## src/rtl/lrukv_pkg.sv

```systemverilog
`default_nettype none

package lrukv_pkg;

  // default number of entries
  localparam int unsigned MAX_ENTRIES = 16;

  // field widths
  localparam int unsigned KEY_W = 32;
  localparam int unsigned VAL_W = 32;
  localparam int unsigned CAP_W = 5;

  // configuration port
  localparam int unsigned APB_ADDR_W = 2;
  localparam int unsigned APB_DATA_W = 32;
  localparam logic [CAP_W-1:0] CAP_RESET = CAP_W'(16);

  // value returned by a get that misses
  localparam logic signed [VAL_W-1:0] MISS_VALUE = '1;

  typedef enum logic {
    OP_GET = 1'b0,
    OP_PUT = 1'b1
  } opcode_e;

  // input item
  typedef struct packed {
    logic                    opcode;
    logic signed [KEY_W-1:0] key;
    logic signed [VAL_W-1:0] value;
  } in_item_t;

  // result item
  typedef struct packed {
    logic                    hit;
    logic signed [VAL_W-1:0] read_value;
  } out_item_t;

  // update broadcast to every entry
  typedef struct packed {
    logic                    en;
    logic                    set_valid;
    logic                    wr_key;
    logic                    wr_value;
    logic signed [KEY_W-1:0] key;
    logic signed [VAL_W-1:0] value;
  } upd_t;

endpackage

`default_nettype wire

```

## src/rtl/lrukv_cfg.sv

```systemverilog
`default_nettype none

module lrukv_cfg (
  input  wire logic                                 clk_i,
  input  wire logic                                 rst_ni,
  input  wire logic                                 psel,
  input  wire logic                                 penable,
  input  wire logic                                 pwrite,
  input  wire logic [lrukv_pkg::APB_ADDR_W-1:0]     paddr,
  input  wire logic [lrukv_pkg::APB_DATA_W-1:0]     pwdata,
  output logic      [lrukv_pkg::APB_DATA_W-1:0]     prdata,
  output logic                                      pready,
  output logic      [lrukv_pkg::CAP_W-1:0]          cap_o
);

  logic [lrukv_pkg::CAP_W-1:0] cap_q;
  logic                        wr_en;

  // the only register sits at every address of the small window
  assign pready = 1'b1;
  assign wr_en  = psel && penable && pwrite && pready && (paddr == paddr);

  // capacity register
  always_ff @(posedge clk_i or negedge rst_ni) begin
    if (!rst_ni) begin
      cap_q <= lrukv_pkg::CAP_RESET;
    end else if (wr_en) begin
      cap_q <= pwdata[lrukv_pkg::CAP_W-1:0];
    end
  end

  // read back
  assign prdata = {{(lrukv_pkg::APB_DATA_W - lrukv_pkg::CAP_W){1'b0}}, cap_q};
  assign cap_o  = cap_q;

endmodule

`default_nettype wire

```

## src/rtl/lrukv_entry.sv

```systemverilog
`default_nettype none

module lrukv_entry #(
  parameter int unsigned AgeW = 4
) (
  input  wire logic                                   clk_i,
  input  wire logic                                   rst_ni,
  input  wire lrukv_pkg::upd_t                        upd_i,
  input  wire logic                                   sel_i,
  input  wire logic [AgeW-1:0]                        age_limit_i,
  input  wire logic [AgeW-1:0]                        oldest_age_i,
  output logic                                        match_o,
  output logic                                        free_o,
  output logic                                        oldest_o,
  output logic      [AgeW-1:0]                        age_o,
  output logic signed [lrukv_pkg::VAL_W-1:0]          value_o
);

  logic                                valid_q;
  logic [AgeW-1:0]                     age_q;
  logic signed [lrukv_pkg::KEY_W-1:0]  key_q;
  logic signed [lrukv_pkg::VAL_W-1:0]  value_q;

  // lookup status
  assign match_o  = valid_q && (key_q == upd_i.key);
  assign free_o   = !valid_q;
  assign oldest_o = valid_q && (age_q == oldest_age_i);
  assign age_o    = age_q;
  assign value_o  = value_q;

  // valid bit and recency rank
  always_ff @(posedge clk_i or negedge rst_ni) begin
    if (!rst_ni) begin
      valid_q <= 1'b0;
      age_q   <= '0;
    end else if (upd_i.en) begin
      if (sel_i) begin
        age_q <= '0;
        if (upd_i.set_valid) begin
          valid_q <= 1'b1;
        end
      end else if (valid_q && (age_q < age_limit_i)) begin
        age_q <= age_q + AgeW'(1);
      end
    end
  end

  // key and value storage
  always_ff @(posedge clk_i) begin
    if (upd_i.en && sel_i && upd_i.wr_key) begin
      key_q <= upd_i.key;
    end
    if (upd_i.en && sel_i && upd_i.wr_value) begin
      value_q <= upd_i.value;
    end
  end

endmodule

`default_nettype wire

```

## src/rtl/lru_key_value_cache.sv

```systemverilog
`default_nettype none

// Fully associative key-value cache with least-recently-used replacement.
// Input channel (in_valid_i / in_ready_o / in_item_i): opcode get or put,
// key and value. Output channel (out_valid_o / out_ready_i / out_item_o):
// one result item per input item, in order: hit flag and read value
// (stored value on a get hit, all ones on a get miss, zero for a put).
// An item is taken into an input register, then compared against every
// entry at once and the store updated in one pass; the result lands in
// an output register. out_valid_o rises once the item has moved from the
// input register to the output register. Throughput is one item per cycle
// unless the receiver stalls, set by the all-entry compare and rank update.
// When the receiver stalls, the result holds in the output register and
// one more item can still enter the input register; after that in_ready_o
// drops until the output is taken.
// Reset clears all valid bits, ranks and the fill count, and sets the
// capacity register to 16. Capacity (APB, address 0) should only be
// written while no item is in flight.
module lru_key_value_cache #(
  parameter int unsigned MaxEntries = lrukv_pkg::MAX_ENTRIES
) (
  input  wire logic                                 clk_i,
  input  wire logic                                 rst_ni,
  input  wire logic                                 in_valid_i,
  output logic                                      in_ready_o,
  input  wire lrukv_pkg::in_item_t                  in_item_i,
  output logic                                      out_valid_o,
  input  wire logic                                 out_ready_i,
  output lrukv_pkg::out_item_t                      out_item_o,
  input  wire logic                                 psel,
  input  wire logic                                 penable,
  input  wire logic                                 pwrite,
  input  wire logic [lrukv_pkg::APB_ADDR_W-1:0]     paddr,
  input  wire logic [lrukv_pkg::APB_DATA_W-1:0]     pwdata,
  output logic      [lrukv_pkg::APB_DATA_W-1:0]     prdata,
  output logic                                      pready
);

  localparam int unsigned AgeW = (MaxEntries > 1) ? $clog2(MaxEntries) : 1;
  localparam int unsigned CntW = $clog2(MaxEntries + 1);
  localparam int unsigned CmpW = (CntW > lrukv_pkg::CAP_W) ? CntW : lrukv_pkg::CAP_W;

  logic [lrukv_pkg::CAP_W-1:0] cap;

  // configuration register
  lrukv_cfg u_cfg (
    .clk_i   (clk_i),
    .rst_ni  (rst_ni),
    .psel    (psel),
    .penable (penable),
    .pwrite  (pwrite),
    .paddr   (paddr),
    .pwdata  (pwdata),
    .prdata  (prdata),
    .pready  (pready),
    .cap_o   (cap)
  );

  // input and output registers
  logic                 in_vld_q;
  lrukv_pkg::in_item_t  in_item_q;
  logic                 out_vld_q;
  lrukv_pkg::out_item_t out_item_q;
  logic                 advance;
  logic                 fire;
  logic [CntW-1:0]      used_q;

  assign advance     = !out_vld_q || out_ready_i;
  assign in_ready_o  = !in_vld_q || advance;
  assign fire        = in_vld_q && advance;
  assign out_valid_o = out_vld_q;
  assign out_item_o  = out_item_q;

  // entry array
  lrukv_pkg::upd_t                     upd;
  logic [MaxEntries-1:0]               sel;
  logic [AgeW-1:0]                     age_limit;
  logic [AgeW-1:0]                     oldest_age;
  logic [MaxEntries-1:0]               match_v;
  logic [MaxEntries-1:0]               free_v;
  logic [MaxEntries-1:0]               old_v;
  logic [AgeW-1:0]                     age_a [MaxEntries];
  logic signed [lrukv_pkg::VAL_W-1:0]  val_a [MaxEntries];

  for (genvar g = 0; g < MaxEntries; g++) begin : g_entry
    lrukv_entry #(
      .AgeW (AgeW)
    ) u_entry (
      .clk_i        (clk_i),
      .rst_ni       (rst_ni),
      .upd_i        (upd),
      .sel_i        (sel[g]),
      .age_limit_i  (age_limit),
      .oldest_age_i (oldest_age),
      .match_o      (match_v[g]),
      .free_o       (free_v[g]),
      .oldest_o     (old_v[g]),
      .age_o        (age_a[g]),
      .value_o      (val_a[g])
    );
  end

  // lowest-index pick of each candidate set
  logic [MaxEntries-1:0] found_oh;
  logic [MaxEntries-1:0] free_oh;
  logic [MaxEntries-1:0] old_oh;

  assign found_oh = match_v & (~match_v + MaxEntries'(1));
  assign free_oh  = free_v & (~free_v + MaxEntries'(1));
  assign old_oh   = old_v & (~old_v + MaxEntries'(1));

  // read rank and value of the hit entry
  logic [AgeW-1:0]                    hit_age;
  logic signed [lrukv_pkg::VAL_W-1:0] hit_val;

  always_comb begin
    hit_age = '0;
    hit_val = '0;
    for (int i = 0; i < MaxEntries; i++) begin
      if (found_oh[i]) begin
        hit_age = hit_age | age_a[i];
        hit_val = hit_val | val_a[i];
      end
    end
  end

  // effective capacity, clamped to 1 .. MaxEntries
  logic [CmpW-1:0] cap_eff;
  logic [CmpW-1:0] cap_ext;
  logic            room;

  always_comb begin
    cap_ext = CmpW'(cap);
    if (cap_ext == '0) begin
      cap_eff = CmpW'(1);
    end else if (cap_ext > CmpW'(MaxEntries)) begin
      cap_eff = CmpW'(MaxEntries);
    end else begin
      cap_eff = cap_ext;
    end
  end

  assign room       = CmpW'(used_q) < cap_eff;
  assign oldest_age = AgeW'(used_q - CntW'(1));

  // decide the update and the result
  logic                 hit;
  logic                 is_put;
  logic                 do_insert;
  lrukv_pkg::out_item_t res;

  assign hit    = |match_v;
  assign is_put = (in_item_q.opcode == lrukv_pkg::OP_PUT);

  always_comb begin
    upd           = '0;
    upd.key       = in_item_q.key;
    upd.value     = in_item_q.value;
    sel           = '0;
    age_limit     = '0;
    do_insert     = 1'b0;
    res.hit       = hit;
    res.read_value = '0;
    if (hit) begin
      upd.en       = fire;
      upd.wr_value = is_put;
      sel          = found_oh;
      age_limit    = hit_age;
      if (!is_put) begin
        res.read_value = hit_val;
      end
    end else if (!is_put) begin
      res.read_value = lrukv_pkg::MISS_VALUE;
    end else if (room) begin
      do_insert     = fire && (|free_v);
      upd.en        = do_insert;
      upd.set_valid = 1'b1;
      upd.wr_key    = 1'b1;
      upd.wr_value  = 1'b1;
      sel           = free_oh;
      age_limit     = AgeW'(used_q);
    end else begin
      upd.en       = fire && (|old_v);
      upd.wr_key   = 1'b1;
      upd.wr_value = 1'b1;
      sel          = old_oh;
      age_limit    = oldest_age;
    end
  end

  // control registers
  always_ff @(posedge clk_i or negedge rst_ni) begin
    if (!rst_ni) begin
      in_vld_q  <= 1'b0;
      out_vld_q <= 1'b0;
      used_q    <= '0;
    end else begin
      if (in_ready_o) begin
        in_vld_q <= in_valid_i;
      end
      if (advance) begin
        out_vld_q <= in_vld_q;
      end
      if (do_insert) begin
        used_q <= used_q + CntW'(1);
      end
    end
  end

  // item registers
  always_ff @(posedge clk_i) begin
    if (in_valid_i && in_ready_o) begin
      in_item_q <= in_item_i;
    end
    if (fire) begin
      out_item_q <= res;
    end
  end

endmodule

`default_nettype wire

```

## config.mk

```make
export PLATFORM = sky130hd
export DESIGN_NAME = lru_key_value_cache
export DESIGN_NICKNAME = d
export VERILOG_FILES = /design/src/rtl/lrukv_pkg.sv /design/src/rtl/lrukv_cfg.sv /design/src/rtl/lrukv_entry.sv /design/src/rtl/lru_key_value_cache.sv
export SDC_FILE = /design/constraint.sdc
export NUM_CORES = 2
export LEC_CHECK = 0
export BUFFER_PORTS_ARGS = -buffer_cell sky130_fd_sc_hd__buf_2
export CORE_ASPECT_RATIO = 0.5
export CORE_MARGIN = 2
export CORE_UTILIZATION = 45
export DETAILED_ROUTE_END_ITERATION = 6
export HOLD_SLACK_MARGIN = 0.15
export PLACE_DENSITY_LB_ADDON = 0.1
export SLEW_MARGIN = 20
export SYNTH_ARGS = -nofsm -noshare
export SYNTH_HDL_FRONTEND = slang
export SYNTH_SLANG_ARGS = --single-unit
```

## constraint.sdc

```tcl
create_clock -name clk_i -period 8.3 [get_ports clk_i]
set_input_delay 0 -clock clk_i [delete_from_list [all_inputs] [get_ports clk_i]]
set_output_delay 0 -clock clk_i [all_outputs]
set_load 0.01 [all_outputs]
```

# After elaboration in Yosys (flattened, before gate mapping)
# Cells that the tools add are included.
[totals] register_bits=1214 output_inout_bits=68 wordCells=438
[op_classes] addsub=21 magnitude_cmp=18 n_eq_ne=32 muxes=84 n_bitwise=36 n_reduce_logical=174
[op_table] op="$mux 32" count=19
[op_table] op="$eq 32x32->1" count=16
[op_table] op="$or 32x32->32" count=15
[op_table] op="$mux 4" count=52
[op_table] op="$logic_and 1x1->1" count=102
[op_table] op="$add 4x1->4 const B" count=16
[op_table] op="$eq 4x4->1" count=16
[op_table] op="$lt 4x4->1" count=16
[op_table] op="$or 4x4->4" count=15
[op_table] op="$add 16x1->16 const B" count=3
[op_table] op="$and 16x16->16" count=3
[op_table] op="$mux 16" count=3
[op_table] op="$not 16->16" count=3
[op_table] op="$reduce_and 3->1" count=16
[op_table] op="$reduce_or 16->1" count=3
[op_table] op="$reduce_and 2->1" count=16
[op_table] op="$reduce_bool 2->1" count=16
[op_table] op="$logic_not 1->1" count=18
[op_table] op="$mux 5" count=2
[op_table] op="$mux 1" count=7
[op_table] op="$add 5x1->5 const B" count=1
[op_table] op="$gt 5x5->1 const B" count=1
[op_table] op="$logic_not 5->1" count=1
[op_table] op="$lt 5x5->1" count=1
[op_table] op="other kinds (3)" count=4

# Longest topological paths before layout
[depth] ltp_word=41 ltp_mapped=25 ltp_nobuf=21

# Hierarchy
# A second synthesis with hierarchy kept.
[unflattened] hier_cells=3541 hier_area_um2=52091.2
[modules_own_cells] module="lrukv_entry" n_inst=16 cells_each=162 area_per_inst_um2=2716.4
[modules_own_cells] module="lru_key_value_cache" n_inst=1 cells_each=903 area_per_inst_um2=8181.6
[modules_own_cells] module="lrukv_cfg" n_inst=1 cells_each=46 area_per_inst_um2=447.9

# Least setup slack after synthesis
# Ideal clock, no wire load.
[synth_path] kind="register -> register" from="reg in_item_q[52] in the netlist's numbering" to="reg g_entry[13].u_entry.key_q[0] in the netlist's numbering, enable pin" setup_time_ns=0.461 t_arrival_ns=5.349 t_required_ns=7.839 setup_slack_ns=2.490 stages_incl_launch_ff=14 synth_period_minus_slack_ns=5.810 cell_sequence="edfxtp_1 -> buf_2 -> buf_6 -> xor2_1 -> nor3_1 -> nand3_1 -> nor4_1 -> or4b_1 -> or2_1 -> buf_4 -> nor4_4 -> clkbuf_1 -> nor2_1 -> nor3_1"
[synth_between] elab_chain_cells=8 elab_cells_between_ends=41 cone_classes="1 x add/sub; 16 x eq/ne; 3 x mux; 2 x bitwise; 19 x reduce/logical"
[synth_lines] item="from (decl)" line_no="lru_key_value_cache.sv:61" text="lrukv_pkg::in_item_t in_item_q;"
[synth_lines] item="from (signal assigned)" line_no="lru_key_value_cache.sv:213" text="in_item_q <= in_item_i;"
[synth_lines] item="$eq 32x32->1" line_no="lrukv_entry.sv:25" text="assign match_o = valid_q && (key_q == upd_i.key);"
[synth_lines] item="$logic_and 1x1->1" line_no="lrukv_entry.sv:25"
[synth_lines] item="$not 16->16" line_no="lru_key_value_cache.sv:108" text="assign found_oh = match_v & (~match_v + MaxEntries'(1));"
[synth_lines] item="$add 16x1->16" line_no="lru_key_value_cache.sv:108"
[synth_lines] item="$and 16x16->16" line_no="lru_key_value_cache.sv:108"
[synth_lines] item="$mux 16" line_no="lru_key_value_cache.sv:164" text="if (hit) begin"
[synth_lines] item="$logic_and 1x1->1" line_no="lrukv_entry.sv:50" text="if (upd_i.en && sel_i && upd_i.wr_key) begin"
[synth_lines] item="$logic_and 1x1->1 *" line_no="lrukv_entry.sv:50"
[synth_lines] item="to (signal assigned)" line_no="lrukv_entry.sv:51" text="key_q <= upd_i.key;"
[synth_lines] item="to (decl)" line_no="lrukv_entry.sv:21" text="logic signed [lrukv_pkg::KEY_W-1:0] key_q;"
# Mark *: on every way between the ends. The rest lies on a longest branch, timed or not.
# A chain may end at the register's enable or synchronous reset.

# Worst setup path in the final report
[layout_path] from="reg in_item_q[53] in the netlist's numbering" to="reg g_entry[2].u_entry.age_q[3]"
[layout_between] elab_chain_cells=41 elab_cells_between_ends=75 cone_classes="1 x add/sub; 1 x order compare; 16 x eq/ne; 20 x mux; 17 x bitwise; 20 x reduce/logical"
[layout_lines] item="$eq 32x32->1" line_no="lrukv_entry.sv:25"
[layout_lines] item="$logic_and 1x1->1" line_no="lrukv_entry.sv:25"
[layout_lines] item="$not 16->16" line_no="lru_key_value_cache.sv:108"
[layout_lines] item="$add 16x1->16" line_no="lru_key_value_cache.sv:108"
[layout_lines] item="$and 16x16->16" line_no="lru_key_value_cache.sv:108"
[layout_lines] item="$mux 4" line_no="lru_key_value_cache.sv:120" text="if (found_oh[i]) begin"
[layout_lines] item="$or 4x4->4" line_no="lru_key_value_cache.sv:121" text="hit_age = hit_age | age_a[i];"
[layout_lines] item="$mux 4" line_no="lru_key_value_cache.sv:120"
[layout_lines] item="[... 25 more ...]"
[layout_lines] item="$mux 4" line_no="lru_key_value_cache.sv:120"
[layout_lines] item="$or 4x4->4" line_no="lru_key_value_cache.sv:121"
[layout_lines] item="$mux 4" line_no="lru_key_value_cache.sv:120"
[layout_lines] item="$mux 4" line_no="lru_key_value_cache.sv:164"
[layout_lines] item="$lt 4x4->1" line_no="lrukv_entry.sv:42" text="end else if (valid_q && (age_q < age_limit_i)) begin"
[layout_lines] item="$logic_and 1x1->1" line_no="lrukv_entry.sv:42"
[layout_lines] item="$reduce_bool 2->1 (no source line)"
[layout_lines] item="$reduce_and 2->1 (no source line)"
[layout_lines] item="to (signal assigned)" line_no="lrukv_entry.sv:43" text="age_q <= age_q + AgeW'(1);"
[layout_lines] item="to (decl)" line_no="lrukv_entry.sv:20" text="logic [AgeW-1:0] age_q;"
# Several ways; a longest one is shown, not always the timed one.

==> results.py <==
metrics = {
    "floorplanning": {
        "ios": 174,
        "die_y_um": 247,
        "coreArea_mm2": 0.118,
        "core.rowCount": 89,
        "die_area_mm2": 0.121,
        "start_util_pct": 45.3,
        "die_w_um": 491,
    },
    "power_and_ir_drop": {
        "p_leak_uw": 0.0207,
        "seqPwrFrac_pct": 48.6,
        "totalPowerFinal_uw": 14500,
        "power.net_switching_uw": 3960,
        "p_sw_share_pct": 27.3,
        "pwr-share-clk_pct": 35.2,
        "power_density_mw_per_mm2": 236,
        "pwr-share-comb_pct": 16.2,
        "intPower_uw": 10600,
        "peakVddDrop_v": 0.000174,
    },
    "detailed_routing": {
        "postRouteAntennaNets": 0,
        "route.detailed.drc": 0,
        "drt-total-wl_um": 148000,
        "drtPass1Iterations": 7,
        "routed_via_density": 5.87,
        "wl_per_cell_um": 26.1,
        "drt-initial-drc-count": 3282,
        "vias": 33300,
    },
    "synth": {
        "syn_area_mm2": 0.0533,
        "ys_ff_latch": 1214,
        "yosysSeqAreaShare_pct": 67.5,
        "synthDistinctLibCells": 98,
        "avgSynthCellArea_um2": 14.7,
        "synth.largest_area_cell": "edfxtp_1",
        "yosys-top-cells-area": "edfxtp_1, xor2_1, dfrtp_1",
        "yosys_warnings": 0,
        "synth_edf_count": 1122,
        "synth-main-ff-cell": "edfxtp_1",
        "synth_top_area_share_pct": 63.2,
        "async_flop_share_pct": 7.58,
        "syn_inst": 3631,
    },
    "grt": {
        "antenna_found_initial": 1,
        "grt_pass1_wl_um": 217000,
        "grt_pass1_vias": 32300,
        "grt-ovfl-total": 0,
        "grtUsageTotal_pct": 24.1,
        "grt_max_degree": 73,
    },
    "setup_path": {
        "crit_buf_inv": 2,
        "cp-endpoint": "g_entry[2].u_entry.age_o[3]",
        "crit_arrival_ps": 7500,
        "critical_path_class": "register to register",
        "endpoint_kind": "register",
        "rr_worst_depth": 21,
        "critPathLaunchType": "register",
        "critPathMaxFanout": 36,
        "r2r-end": "g_entry[2].u_entry.age_o[3]",
        "worstSetupPathDepth": 21,
        "cpMaxStageDelayCell": "edfxtp_1",
        "setup.worst_path.start": "in_item_q[53]",
        "crit_chain": "xor2_1 -> nor4_1 -> nand4_1 -> nor4_2 -> or3_1 -> nor3_2 -> buf_4 -> a222oi_1 -> o21ai_0 -> a221oi_1 -> nand3_1 -> nor2_1 -> buf_12 -> ha_1 -> a21oi_1 -> nand2_1 -> o21ai_0 -> nand4_1 -> a21o_1 -> nand2_1 -> o31ai_1",
        "r2r_slack_ps": 1390,
        "r2r-start": "in_item_q[53]",
        "crit_family": "simple AND/OR/NAND/NOR gates",
        "max_stage_delay_ps": 1010,
        "critical_path_required_ps": 8890,
    },
    "placement": {
        "hpwlAfterDp_um": 92600,
        "placed_area_mm2": 0.0563,
        "gp_routability_congestion": 0.919,
        "port_buffers": 116,
    },
    "clock_tree": {
        "tritoncts": "built",
        "ctsLongestPathBuffers": 3,
        "cts_buffers": 110,
        "ctsHtreeMaxLevel": 3,
        "cts_resized": 0,
        "clock_latency_ps": 730,
        "cts_num_sinks": 1214,
        "root_buffer": "clkbuf_16",
        "path_clk_slew_ps": 80,
    },
    "final_layout": {
        "areaGrowthSynthToFinish_pct": 15.2,
        "multi_input_area_mm2": 0.0162,
        "regArea_mm2": 0.0360,
        "nets": 4169,
        "fin_area_mm2": 0.0614,
        "n_fill_cell": 9805,
        "layout-drive-gt1-share_pct": 13.1,
    },
    "timing": {
        "slew_headroom_pct": 21.8,
        "fin_skew_ps": 37.8,
        "period_minus_slack_ps": 6910,
        "tns_ps": 0,
        "max_freq_mhz": 145,
        "rsz0062_at_grt": "false",
        "worst_slew_pin_slew_ps": 1170,
        "finalCritPeriodShare_pct": 83.2,
        "finalHoldViolCount": 0,
        "slew_viol_final": 0,
        "setup_viol": 0,
    },
    "min_path": {
        "hp-class": "input port to async pin",
    },
    "status": {
        "status": "finished clean",
    },
    "job": {
        "cap_violations": 0,
    },
}
-- metal layers --
layer | vias to the layer above | global-route usage [%] | wire, µm
li1 | 14900 | - | -
met1 | 17100 | 34.6 | 67600
met4 | 0 | 6.47 | 3740
met3 | 229 | 3.12 | 7940
met2 | 1097 | 39.1 | 69000
met5 | - | 0 | 0
-- Yosys cell counts (11+ instances only) --
cell and instances:
nand4_1 96, nand3_1 102, xnor3_1 13, a221oi_1 99
buf_6 37, dfrtp_1 91, nor2b_1 11, o21ai_0 54
edfxtp_1 1122, inv_1 44, and2_1 15, buf_4 60
a222oi_1 66, nor4_1 178, buf_2 24, a22o_1 12
a31oi_1 37, nor2_1 88, o21a_1 14, a22oi_1 15
nand2_1 211, or3_1 14, a221o_1 35, nor4b_1 13
or4_1 24, nand2b_1 30, and3_1 13, xnor2_1 144
a21o_1 18, o31ai_1 20, clkbuf_1 76, nor3_1 59
nand4b_1 22, a21oi_1 92, ha_1 70, xor2_1 427
-- worst reg2reg max path, stage by stage (launching register included) --
cell      delay, ps
edfxtp_1       1010
xor2_1          210
nor4_1          290
nand4_1         170
nor4_2          850
or3_1           460
nor3_2           60
buf_4           300
a222oi_1        430
o21ai_0         250
a221oi_1        280
nand3_1         110
nor2_1          460
buf_12          240
ha_1            260
a21oi_1         180
nand2_1         130
o21ai_0         530
nand4_1         210
a21o_1          220
nand2_1          60
o31ai_1          60
-- power by group through the flow --
stage          sequential, µW  combinational, µW  clock, µW
2_1_floorplan            7100               1600          0
3_3_place_gp             7190               2210          0
3_5_place_dp             7190               2260          0
4_1_cts                  7060               2330       5210
5_1_grt                  7080               2550       5450
6_report                 7060               2350       5110
-- through the flow --
| step | hold slack (ps) | utilization [%] | cells | setup WS, ps |
|---|---|---|---|---|
| 2_1_floorplan | -296 | - | 3657 | 2490 |
| 3_3_place_gp | -42.6 | 47.8 | 5317 | 1640 |
| 3_5_place_dp | -39.2 | 47.9 | 5320 | 1550 |
| 4_1_cts | 267 | 52.2 | 5678 | 1510 |
| 5_1_grt | 345 | 52.2 | 5678 | 1150 |
| 6_report | 336 | 52.2 | 5679 | 1390 |
-- cells by family after synthesis --
logic type,share of synthesized area (%)
buf+inv,2.76
flops,67.5
xor+xnor,9.96
compound gates,8.15
simple gates,9.78
mux,0.199
fa+ha+maj,1.64
other cells,0.0141
-- repair_timing --
item,in CTS,in global routing
setup buffers,0,0
hold endpoints to repair,196,0
hold buffers,153,0
-- registers in the layout, indices dropped and copies added (netlist names) --
signal / cells
is_put: 1
g_entry.u_entry.valid_q: 16
in_vld_q: 1
in_item_q: 64
g_entry.u_entry.age_o: 64
used_q: 5
u_cfg.cap_o: 5
out_item_o: 33
g_entry.u_entry.key_q: 512
g_entry.u_entry.value_o: 512
out_valid_o: 1
-- cell type report --
| cell class | instances | share of cell area [%] |
|---|---|---|
| Antenna cell | 1 | 0.00407 |
| Clock buffer | 140 | 4.80 |
| Sequential cell | 1214 | 58.6 |
| Multi-Input combinational cell | 2193 | 26.4 |
| Tap cell | 1592 | 3.24 |
| Inverter | 44 | 0.269 |
| Clock inverter | 65 | 0.990 |
| Timing Repair Buffer | 430 | 5.65 |
-- worst min path at each step --
stage | from | endpoint | slack (ps)
after CTS | penable | u_cfg.cap_o[3] | 270
after global routing | penable | u_cfg.cap_o[3] | 340
after detailed placement | rst_ni | u_cfg.cap_o[1] | -40
after global placement | rst_ni | u_cfg.cap_o[1] | -40
after floorplan | rst_ni | g_entry[0].u_entry.age_o[0] | -300
final | rst_ni | g_entry[1].u_entry.age_o[2] | 340
-- cells in the final DEF (no fill, tap or decap), types with 15 or more instances in the layout --
cell	count
a21o_1	17
a21oi_1	92
a221o_1	35
a221oi_1	99
a222oi_1	66
a22oi_1	15
a31oi_1	37
buf_2	115
buf_4	152
clkbuf_1	23
clkbuf_16	111
clkinv_1	25
clkinv_2	16
conb_1	28
dfrtp_1	91
dlygate4sd3_1	152
edfxtp_1	1122
ha_1	70
inv_1	43
nand2_1	211
nand2b_1	30
nand3_1	102
nand4_1	96
nand4b_1	22
nor2_1	67
nor3_1	45
nor4_1	174
o21ai_0	54
o31ai_1	20
or4_1	24
xnor2_1	144
xor2_1	427
Power figures use the tool's default switching activity.
